[src/rtl/jsu_pkg.sv]
// ----------------------------------------------------------------------------
// jsu_pkg: shared types for the JSON string unescaper
// Result codes, the command that travels from the front end to the back end,
// and the default depth of the command queue.
// ----------------------------------------------------------------------------
`default_nettype none

package jsu_pkg;

  // Kind of one result beat.
  typedef enum logic [1:0] {
    OUT_DATA   = 2'd0,
    OUT_CLOSED = 2'd1,
    OUT_BAD    = 2'd2
  } outcome_t;

  // One decoded input byte's worth of output: 1 to 3 bytes of one kind.
  typedef struct packed {
    logic [1:0]      nbytes;   // number of result beats, 1..3
    outcome_t        outcome;
    logic [2:0][7:0] bytes;    // bytes[0] goes out first
  } cmd_t;

  localparam int QDEPTH_DEF = 4;

endpackage : jsu_pkg

`default_nettype wire

[src/rtl/jsu_front.sv]
// ----------------------------------------------------------------------------
// jsu_front: escape classifier
// Tracks the escape state, gathers hex digits and turns each accepted text
// byte into at most one command for the back end.
// ----------------------------------------------------------------------------
`default_nettype none

module jsu_front (
  input  wire logic          clk,
  input  wire logic          rst_n,
  input  wire logic          accept,
  input  wire logic [7:0]    text_byte,
  input  wire logic          at_end,
  output jsu_pkg::cmd_t      cmd,
  output logic               push
);

  typedef enum logic [2:0] {
    MODE_NORMAL = 3'd0,
    MODE_ESCAPE = 3'd1,
    MODE_HEX0   = 3'd2,
    MODE_HEX1   = 3'd3,
    MODE_HEX2   = 3'd4,
    MODE_HEX3   = 3'd5
  } mode_t;

  localparam logic [7:0] CH_QUOTE = 8'h22;
  localparam logic [7:0] CH_BSL   = 8'h5C;
  localparam logic [7:0] CH_U     = 8'h75;

  // Returns {valid, nibble}.
  function automatic logic [4:0] hex_value(input logic [7:0] c);
    logic [4:0] r;
    r = 5'd0;
    if (c >= 8'h30 && c <= 8'h39) r = {1'b1, c[3:0]};
    else if ((c >= 8'h61 && c <= 8'h66) || (c >= 8'h41 && c <= 8'h46))
      r = {1'b1, c[3:0] + 4'd9};
    return r;
  endfunction

  // Returns {valid, byte}.
  function automatic logic [8:0] simple_escape(input logic [7:0] c);
    logic [8:0] r;
    case (c)
      8'h22:   r = {1'b1, 8'h22};
      8'h5C:   r = {1'b1, 8'h5C};
      8'h2F:   r = {1'b1, 8'h2F};
      8'h62:   r = {1'b1, 8'h08};
      8'h66:   r = {1'b1, 8'h0C};
      8'h6E:   r = {1'b1, 8'h0A};
      8'h72:   r = {1'b1, 8'h0D};
      8'h74:   r = {1'b1, 8'h09};
      default: r = 9'd0;
    endcase
    return r;
  endfunction

  function automatic jsu_pkg::cmd_t single(input jsu_pkg::outcome_t oc, input logic [7:0] b);
    jsu_pkg::cmd_t c;
    c.nbytes  = 2'd1;
    c.outcome = oc;
    c.bytes   = {8'h00, 8'h00, b};
    return c;
  endfunction

  function automatic jsu_pkg::cmd_t utf8(input logic [15:0] cp);
    jsu_pkg::cmd_t c;
    c.outcome = jsu_pkg::OUT_DATA;
    if (cp[15:7] == 9'd0) begin
      c.nbytes = 2'd1;
      c.bytes  = {8'h00, 8'h00, 1'b0, cp[6:0]};
    end else if (cp[15:11] == 5'd0) begin
      c.nbytes = 2'd2;
      c.bytes  = {8'h00, 2'b10, cp[5:0], 3'b110, cp[10:6]};
    end else begin
      c.nbytes = 2'd3;
      c.bytes  = {2'b10, cp[5:0], 2'b10, cp[11:6], 4'b1110, cp[15:12]};
    end
    return c;
  endfunction

  mode_t       mode_r, mode_nxt;
  logic [15:0] cp_r, cp_nxt;
  logic [4:0]  hexv;
  logic [8:0]  escv;
  logic [15:0] cp_shift;

  assign hexv     = hex_value(text_byte);
  assign escv     = simple_escape(text_byte);
  assign cp_shift = {cp_r[11:0], hexv[3:0]};

  always_comb begin
    mode_nxt = mode_r;
    cp_nxt   = cp_r;
    push     = 1'b0;
    cmd      = single(jsu_pkg::OUT_BAD, 8'h00);
    if (accept) begin
      if (at_end) begin
        push     = 1'b1;
        mode_nxt = MODE_NORMAL;
      end else begin
        case (mode_r)
          MODE_ESCAPE: begin
            mode_nxt = MODE_NORMAL;
            if (escv[8]) begin
              push = 1'b1;
              cmd  = single(jsu_pkg::OUT_DATA, escv[7:0]);
            end else if (text_byte == CH_U) begin
              mode_nxt = MODE_HEX0;
              cp_nxt   = 16'd0;
            end else begin
              push = 1'b1;
            end
          end
          MODE_HEX0, MODE_HEX1, MODE_HEX2: begin
            if (!hexv[4]) begin
              push     = 1'b1;
              mode_nxt = MODE_NORMAL;
            end else begin
              cp_nxt   = cp_shift;
              mode_nxt = mode_t'(mode_r + 3'd1);
            end
          end
          MODE_HEX3: begin
            push     = 1'b1;
            mode_nxt = MODE_NORMAL;
            if (hexv[4]) begin
              cp_nxt = cp_shift;
              cmd    = utf8(cp_shift);
            end
          end
          default: begin
            mode_nxt = MODE_NORMAL;
            if (text_byte == CH_QUOTE) begin
              push = 1'b1;
              cmd  = single(jsu_pkg::OUT_CLOSED, 8'h00);
            end else if (text_byte == CH_BSL) begin
              mode_nxt = MODE_ESCAPE;
            end else begin
              push = 1'b1;
              cmd  = single(jsu_pkg::OUT_DATA, text_byte);
            end
          end
        endcase
      end
    end
  end

  always_ff @(posedge clk) begin
    if (!rst_n) begin
      mode_r <= MODE_NORMAL;
      cp_r   <= 16'd0;
    end else begin
      mode_r <= mode_nxt;
      cp_r   <= cp_nxt;
    end
  end

endmodule : jsu_front

`default_nettype wire

[src/rtl/jsu_queue.sv]
// ----------------------------------------------------------------------------
// jsu_queue: command queue
// Small FIFO of commands between the classifier and the output sequencer.
// ----------------------------------------------------------------------------
`default_nettype none

module jsu_queue #(
  parameter int DEPTH = jsu_pkg::QDEPTH_DEF
) (
  input  wire logic          clk,
  input  wire logic          rst_n,
  input  wire logic          push,
  input  wire jsu_pkg::cmd_t push_cmd,
  input  wire logic          pop,
  output jsu_pkg::cmd_t      head_cmd,
  output logic               full,
  output logic               empty
);

  localparam int PW = (DEPTH > 1) ? $clog2(DEPTH) : 1;
  localparam int CW = $clog2(DEPTH + 1);

  jsu_pkg::cmd_t mem [DEPTH];
  logic [PW-1:0] wr_ptr_r, wr_ptr_nxt, rd_ptr_r, rd_ptr_nxt;
  logic [CW-1:0] count_r, count_nxt;

  assign full     = (count_r == CW'(DEPTH));
  assign empty    = (count_r == '0);
  assign head_cmd = mem[rd_ptr_r];

  always_comb begin
    wr_ptr_nxt = wr_ptr_r;
    rd_ptr_nxt = rd_ptr_r;
    count_nxt  = count_r;
    if (push) wr_ptr_nxt = (wr_ptr_r == PW'(DEPTH - 1)) ? '0 : wr_ptr_r + 1'b1;
    if (pop)  rd_ptr_nxt = (rd_ptr_r == PW'(DEPTH - 1)) ? '0 : rd_ptr_r + 1'b1;
    if (push && !pop)      count_nxt = count_r + 1'b1;
    else if (pop && !push) count_nxt = count_r - 1'b1;
  end

  always_ff @(posedge clk) begin
    if (push) mem[wr_ptr_r] <= push_cmd;
  end

  always_ff @(posedge clk) begin
    if (!rst_n) begin
      wr_ptr_r <= '0;
      rd_ptr_r <= '0;
      count_r  <= '0;
    end else begin
      wr_ptr_r <= wr_ptr_nxt;
      rd_ptr_r <= rd_ptr_nxt;
      count_r  <= count_nxt;
    end
  end

endmodule : jsu_queue

`default_nettype wire

[src/rtl/jsu_back.sv]
// ----------------------------------------------------------------------------
// jsu_back: output sequencer
// Walks the bytes of the head command and drives the registered result beat.
// ----------------------------------------------------------------------------
`default_nettype none

module jsu_back (
  input  wire logic          clk,
  input  wire logic          rst_n,
  input  wire logic          q_empty,
  input  wire jsu_pkg::cmd_t head_cmd,
  output logic               pop,
  output logic               out_valid,
  input  wire logic          out_ready,
  output logic [7:0]         out_byte,
  output logic [1:0]         out_code,
  output logic               out_last
);

  logic [1:0] idx_r, idx_nxt;
  logic       valid_r, valid_nxt;
  logic [7:0] byte_r;
  logic [1:0] code_r;
  logic       last_r;
  logic       load, last_now;

  assign load     = !q_empty && (!valid_r || out_ready);
  assign last_now = (idx_r == head_cmd.nbytes - 2'd1);
  assign pop      = load && last_now;

  always_comb begin
    idx_nxt   = idx_r;
    valid_nxt = valid_r;
    if (load) begin
      valid_nxt = 1'b1;
      idx_nxt   = last_now ? 2'd0 : idx_r + 2'd1;
    end else if (out_ready) begin
      valid_nxt = 1'b0;
    end
  end

  always_ff @(posedge clk) begin
    if (!rst_n) begin
      idx_r   <= 2'd0;
      valid_r <= 1'b0;
    end else begin
      idx_r   <= idx_nxt;
      valid_r <= valid_nxt;
    end
    if (load) begin
      byte_r <= head_cmd.bytes[idx_r];
      code_r <= head_cmd.outcome;
      last_r <= last_now;
    end
  end

  assign out_valid = valid_r;
  assign out_byte  = byte_r;
  assign out_code  = code_r;
  assign out_last  = last_r;

endmodule : jsu_back

`default_nettype wire

[src/rtl/json_string_unescape_top.sv]
// ----------------------------------------------------------------------------
// json_string_unescape_top: JSON string body unescaper
// Decodes the bytes after the opening quote of a JSON string into raw bytes,
// expanding simple escapes and \u escapes (as UTF-8), and flags the closing
// quote or malformed text.
// ----------------------------------------------------------------------------
// Usage:
//   The input stream carries one text byte per beat in in_tdata; in_tuser set
//   means the text ran out and the byte is ignored. The output stream carries
//   one decoded byte per beat in out_tdata, the kind of beat in out_tuser
//   (data, string closed, malformed) and out_tlast on the final beat caused
//   by one input beat. Backslash, 'u' and the first three hex digits of a
//   \u escape cause no output beat at all.
//   The sequencer registers the first result beat of an accepted input beat
//   from the command queue. Throughput is one input beat per cycle unless the
//   queue is full; the output side moves one beat per cycle while out_tready
//   is high, so a \u escape of two or three UTF-8 bytes holds the sequencer
//   for one beat per byte, and the command queue (DEPTH entries) absorbs the
//   burst so that input keeps flowing. in_tready drops only when the queue is
//   full, when the receiver stalls out_tready or long escapes outpace it.
//   Results are held stable while out_tready is low. Synchronous reset empties
//   the queue, drops any pending beat and returns the decoder to normal mode.
// ----------------------------------------------------------------------------
`default_nettype none

module json_string_unescape_top #(
  parameter int DEPTH = jsu_pkg::QDEPTH_DEF
) (
  input  wire logic       clk,
  input  wire logic       rst_n,
  input  wire logic       in_tvalid,
  output logic            in_tready,
  input  wire logic [7:0] in_tdata,   // [7:0] text_byte
  input  wire logic       in_tuser,   // [0] at_end
  output logic            out_tvalid,
  input  wire logic       out_tready,
  output logic [7:0]      out_tdata,  // [7:0] out_byte
  output logic [1:0]      out_tuser,  // [1:0] outcome
  output logic            out_tlast   // last_of_run
);

  jsu_pkg::cmd_t push_cmd, head_cmd;
  logic          push, pop, q_full, q_empty, accept;

  // The classifier never stalls on its own; only a full queue holds input.
  assign in_tready = !q_full;
  assign accept    = in_tvalid && in_tready;

  jsu_front u_front (
    .clk       (clk),
    .rst_n     (rst_n),
    .accept    (accept),
    .text_byte (in_tdata),
    .at_end    (in_tuser),
    .cmd       (push_cmd),
    .push      (push)
  );

  jsu_queue #(
    .DEPTH (DEPTH)
  ) u_queue (
    .clk      (clk),
    .rst_n    (rst_n),
    .push     (push),
    .push_cmd (push_cmd),
    .pop      (pop),
    .head_cmd (head_cmd),
    .full     (q_full),
    .empty    (q_empty)
  );

  // The sequencer emits one byte of the head command per beat and releases
  // the command with its last byte.
  jsu_back u_back (
    .clk       (clk),
    .rst_n     (rst_n),
    .q_empty   (q_empty),
    .head_cmd  (head_cmd),
    .pop       (pop),
    .out_valid (out_tvalid),
    .out_ready (out_tready),
    .out_byte  (out_tdata),
    .out_code  (out_tuser),
    .out_last  (out_tlast)
  );

endmodule : json_string_unescape_top

`default_nettype wire

[config.mk]
export PLATFORM = sky130hd
export DESIGN_NAME = json_string_unescape_top
export DESIGN_NICKNAME = d
export VERILOG_FILES = /design/src/rtl/jsu_pkg.sv /design/src/rtl/jsu_front.sv /design/src/rtl/jsu_queue.sv /design/src/rtl/jsu_back.sv /design/src/rtl/json_string_unescape_top.sv
export SDC_FILE = /design/constraint.sdc
export NUM_CORES = 1
export LEC_CHECK = 0
export BUFFER_PORTS_ARGS = -buffer_cell sky130_fd_sc_hd__clkbuf_2
export CORE_AREA = 3 3 107 109
export CTS_BUF_LIST = sky130_fd_sc_hd__clkbuf_16
export DETAILED_ROUTE_END_ITERATION = 10
export DIE_AREA = 0 0 110 112
export MAX_ROUTING_LAYER = met4
export PLACE_DENSITY = 0.78
export SLEW_MARGIN = 5
export SYNTH_ARGS = -nofsm -noshare
export SYNTH_HDL_FRONTEND = slang
export SYNTH_SLANG_ARGS = --single-unit
[constraint.sdc]
create_clock -name clk -period 4.9 [get_ports clk]
set_input_delay 0.49 -clock clk [delete_from_list [all_inputs] [get_ports clk]]
set_output_delay 0.49 -clock clk [all_outputs]
set_load 0.1 [all_outputs]
# == Word-level counts from Yosys, hierarchy flattened ==
# Memory sizes are Yosys's and may differ from the RTL's. A register that Yosys moved wholly into a read port is not among the register bits.
# Cells that the tools add are included.
# totals
latchBits,0
word_cells,118
memories,1
romBits,0
ff_bits,36
output_inout_bits,13
ram_bits,112
# memory_table
name,words,word_bits,rd,rd_clocked_by_memory_dff,wr,line_no,text
u_queue.mem,4,28,1,1,1,jsu_queue.sv:23,jsu_pkg::cmd_t mem [DEPTH];
# classes
div_mod_pow,0
reduce_logical,24
add_sub_neg,8
muxes,46
bitwise,1
n_lt_le_gt_ge,7
multipliers,0
n_eq_ne,21
shifts,0
# ops
operator,count
$mux 28,4
$pmux 28 s3,1
$pmux 9 s8,1
$eq 8x7->1 const B,7
$mux 26,2
$mux 24,2
$mux 12,3
$pmux 12 s2,1
$mux 3,6
$bmux 8 s2,1
$eq 8x6->1 const B,2
$ge 8x7->1 const B,2
$le 8x7->1 const B,2
$mux 2,7
$mux 1,13
$mux 5,2
$eq 3x3->1 const B,3
$logic_not 9->1,1
$pmux 3 s3,1
$ge 8x6->1 const B,1
$le 8x6->1 const B,1
$logic_and 1x1->1,8
$mux 8,1
$add 2x1->2 const B,3
other kinds (21),32

# == Longest topological paths before layout ==
# logic_depth
ltp_word,13
mapped_depth,14
mapped_depth_nobuf,12

# == Modules after synthesis ==
# A second synthesis with hierarchy kept.
# unflattened
hier_cells,484
area_unflattened_um2,6939.2
# by_module_without_submodules
mod,cells_each,area_per_inst_um2,seq_area_each_um2,n_inst
jsu_queue,190,4548.1,3543.4,1
jsu_front,232,1702.9,300.3,1
jsu_back,60,678.2,390.4,1
json_string_unescape_top,2,10.0,0.0,1

# == Worst setup path after synthesis ==
# OpenSTA, ideal clock, no wires.
# synth_path
path_kind,reg-to-reg
from,reg u_queue.count_r[0]
to,reg u_queue.count_r[2]
setup_ps,70
stages_incl_launch_ff,11
synth_period_minus_slack_ps,3018
path_buffers,0
setup_slack_ps,1882
arrival_time_ps,2947
cell_sequence,dfxtp_1 nor2_1 nand2_1 nand2_1 a21oi_2 ha_1 inv_1 fa_1 xor2_1 or3_1 a21oi_1
# synth_via
elab_chain_cells,7
# synth_lines
element,line_no,text
"start, declared",jsu_queue.sv:25,"logic [CW-1:0] count_r, count_nxt;"
"start signal, assigned",jsu_queue.sv:53,count_r <= count_nxt;
$eq 3x3->1 *,jsu_queue.sv:27,assign full = (count_r == CW'(DEPTH));
$logic_not 1->1 *,json_string_unescape_top.sv:46,assign in_tready = !q_full;
via in_tready,json_string_unescape_top.sv:32,"output logic in_tready,"
$logic_and 1x1->1 *,json_string_unescape_top.sv:47,assign accept = in_tvalid && in_tready;
$mux 1 *,jsu_front.sv:97,if (accept) begin
via push,json_string_unescape_top.sv:43,"logic push, pop, q_full, q_empty, accept;"
$logic_not 1->1,jsu_queue.sv:38,else if (pop && !push) count_nxt = count_r - 1'b1;
$logic_and 1x1->1,jsu_queue.sv:38,
$reduce_bool 2->1 (no line),--,
# The timed path passes the listed nets; every way through them passes the cells marked *. The select of a mux whose other input is x is not followed.
# A chain may end at the register's enable or synchronous reset.

==> out/metrics.yaml <==
status:
  status: "complete, no violations"
power_and_ir_drop:
  p_clk_frac: 0.304
  combPwrFrac: 0.289
  p_int_uw: 2500
  p_leak_uw: 0.00252
  p_per_area_mw_per_mm2: 536
  pwr-share-seq: 0.407
  switchingPower_uw: 1330
  swShare: 0.348
  vdd_ir_drop_max_uv: 404
global_route:
  grt_pass1_wl_mm: 22.3
  globalRouteTotalUtil: 0.251
  grt_pass1_vias: 4118
  antenna_found_initial: 0
  grt_max_degree: 26
  overflow: 0
floorplanning:
  io_pins: 26
  start_util: 0.595
  fp-row-count: 38
  die_x_um: 110
  chipHeight_um: 112
  dieArea_mm2: 0.0123
  coreArea_mm2: 0.0107
cts:
  cts_htree_levels: 4
  clk_latency_ns: 0.41
  postCtsSetupBuffers: 0
  path_clk_slew_ns: 0.06
  ctsResizeCount: 0
  root_buffer: "clkbuf_16"
  cts_buffers: 17
  cts_tree: "built"
  clock_path_buffers: 2
  numClockSinks: 138
  hold_buffers: 0
placement:
  place.gp.congestion: 0.911
  port_buffers: 25
  hpwl_mm: 8.97
  post-place-ws_ns: 1.41
worst_hold_path:
  worstHoldPathType: "in2reg"
  holdPathStages: 4
setup_path:
  critical_path_arrival_ns: 3.83
  path_class: "reg2reg"
  crit_fanout: 25
  critPathCaptureType: "register"
  start_kind: "register"
  required_ns: 5.24
  r2r_cells: 11
drt:
  drcViolationCount: 0
  wire_per_inst_um: 21.3
  drtAntennaViolNets: 0
  first_pass_iters: 5
  post_drt_via_cell_ratio: 6.39
  routed_wl_mm: 13.7
  drt_iter0_markers: 326
  num_vias: 4093
sta:
  fin_ws_ns: 1.41
  hold_viol_final: 0
  setup_tns_ns: 0
  min_period_over_period: 0.713
  period_minus_slack_ns: 3.49
  maxSlewHeadroom: 0.250
  worstMarginPinSlew_ns: 1.11
  rsz0062_at_grt: "no"
  fmax_mhz: 286
  setup_viol: 0
  finalMaxSlewViolations: 0
  skew_ns: 0.00758
flow_run:
  cap_viol_max_count: 0
final_layout:
  final_util: 0.668
  fin_nets: 517
  drive_gt1_frac: 0.196
  area_growth_pct: 12.3
  n_antenna_cell: 0
  nFillCells: 750
yosys:
  yosysTopAreaCell: "edfxtp_1"
  synth_common_cells: "111 x edfxtp_1, 30 x nand2_1, 27 x dfxtp_1"
  synthArstFlopShare: 0
  syn_nets: 489
  synthFlopType: "edfxtp_1"
  synth_area_leaders: "edfxtp_1 52%, mux4_2 8.8%, dfxtp_1 8.5%"
  postSynthCellCount: 460
  ys_ff_latch: 138
  yosys_warnings: 0
  synth.distinct_cells: 63
  netlist_area_mm2: 0.00636
  synth_top_area_frac: 0.524
  seq_area_frac_synth: 0.609
  syn_area_per_cell_um2: 13.8
  synth_enable_flop_cells: 111
  yosysMostFrequentCell: "edfxtp_1"
## worst paths after layout
kind                              to  slack [ns]        startpoint
setup / recovery  u_queue.count_r[2]        1.41          register
hold / removal      u_back.out_valid        0.35        out_tready
setup reg to reg  u_queue.count_r[2]        1.41          register
hold reg to reg     u_back.out_valid        0.47  u_back.out_valid
## final cells by class
type                       instances  area, um^2  area share
sequential                       138        3870       0.542
clock buffer                      17         425      0.0595
timing repair buffer              31         170      0.0238
multi-input combinational        278        2290       0.321
clock inverter                    15         125      0.0175
inverter                          22        82.6      0.0116
tap                              140         175      0.0245
## power groups by stage
stage | clock, uW | combinational, uW | sequential (uW)
detailed placement | 0 | 1100 | 1580
floorplan | 0 | 563 | 1900
finish | 1170 | 1110 | 1560
CTS | 1180 | 1120 | 1560
global route | 1240 | 1190 | 1580
global placement | 0 | 1070 | 1570
## layout by cell type (no fill, tap or decap), drive strengths merged, types with 6 or more instances in the layout
cell and n:
buf 6, or3 8, ha 15, a22o 10, dfxtp 27, nand3 11
o22ai 8, clkinv 6, and2 10, a21o 6, mux4 25, a21oi 24
mux2i 14, nand2b 8, inv 25, nor3 11, nand2 30, o21ai 8
clkbuf 42, nor2 20, edfxtp 111
## per-stage QoR
step                      cells  power [uW]  area (um^2)  hold slack (ns)
after CTS                   641        3860         7150            0.335
after detailed placement    609        2680         6600            0.466
after global routing        641        4010         7150            0.384
after floorplan             460        2460         6360            0.458
after global placement      609        2630         6600            0.451
final                       641        3830         7150            0.348
## flip-flops by register name (all words and copies together) (netlist names), named ones only
name,count
u_queue.rd_ptr_r,2
u_back.out_last,1
u_front.mode_r,3
u_back.out_valid,1
u_back.out_byte,8
u_queue.mem,100
u_front.cp_r,12
u_queue.wr_ptr_r,2
u_back.idx_r,2
u_back.out_code,2
u_queue.count_r,3
## metal layers
metal / wire (um) / part of all wire / vias up / global-route usage
met5: 0 / 0 / - / -
met4: 241 / 0.018 / 0 / 0.0964
met3: 725 / 0.053 / 18 / 0.0446
li1: - / - / 1856 / -
met1: 5650 / 0.41 / 2048 / 0.327
met2: 7070 / 0.52 / 171 / 0.394
## worst max-delay path, cell delays in order, from the launching register on
cell	delay, ns
dfxtp_1	0.32
buf_4	0.43
mux4_2	0.64
xnor2_1	0.26
mux2i_1	0.14
nand2_1	0.21
ha_1	0.26
inv_1	0.09
fa_1	0.43
xor2_1	0.19
or3_1	0.32
a21oi_1	0.13
## cells by family (layout without fill, tap and decap cells)
logic type | count (synthesis) | count (layout) | share of synthesized area
XOR/XNOR | 4 | 4 | 0.00551
flip-flops | 138 | 138 | 0.609
adder cells (fa/ha/maj) | 16 | 16 | 0.0326
AND/OR/NAND/NOR | 127 | 127 | 0.110
buffers and inverters | 44 | 85 | 0.0305
multiplexers | 40 | 40 | 0.112
AO/OA/AOI/OAI | 91 | 91 | 0.100
No activity file was read; power rests on OpenSTA's default activity.
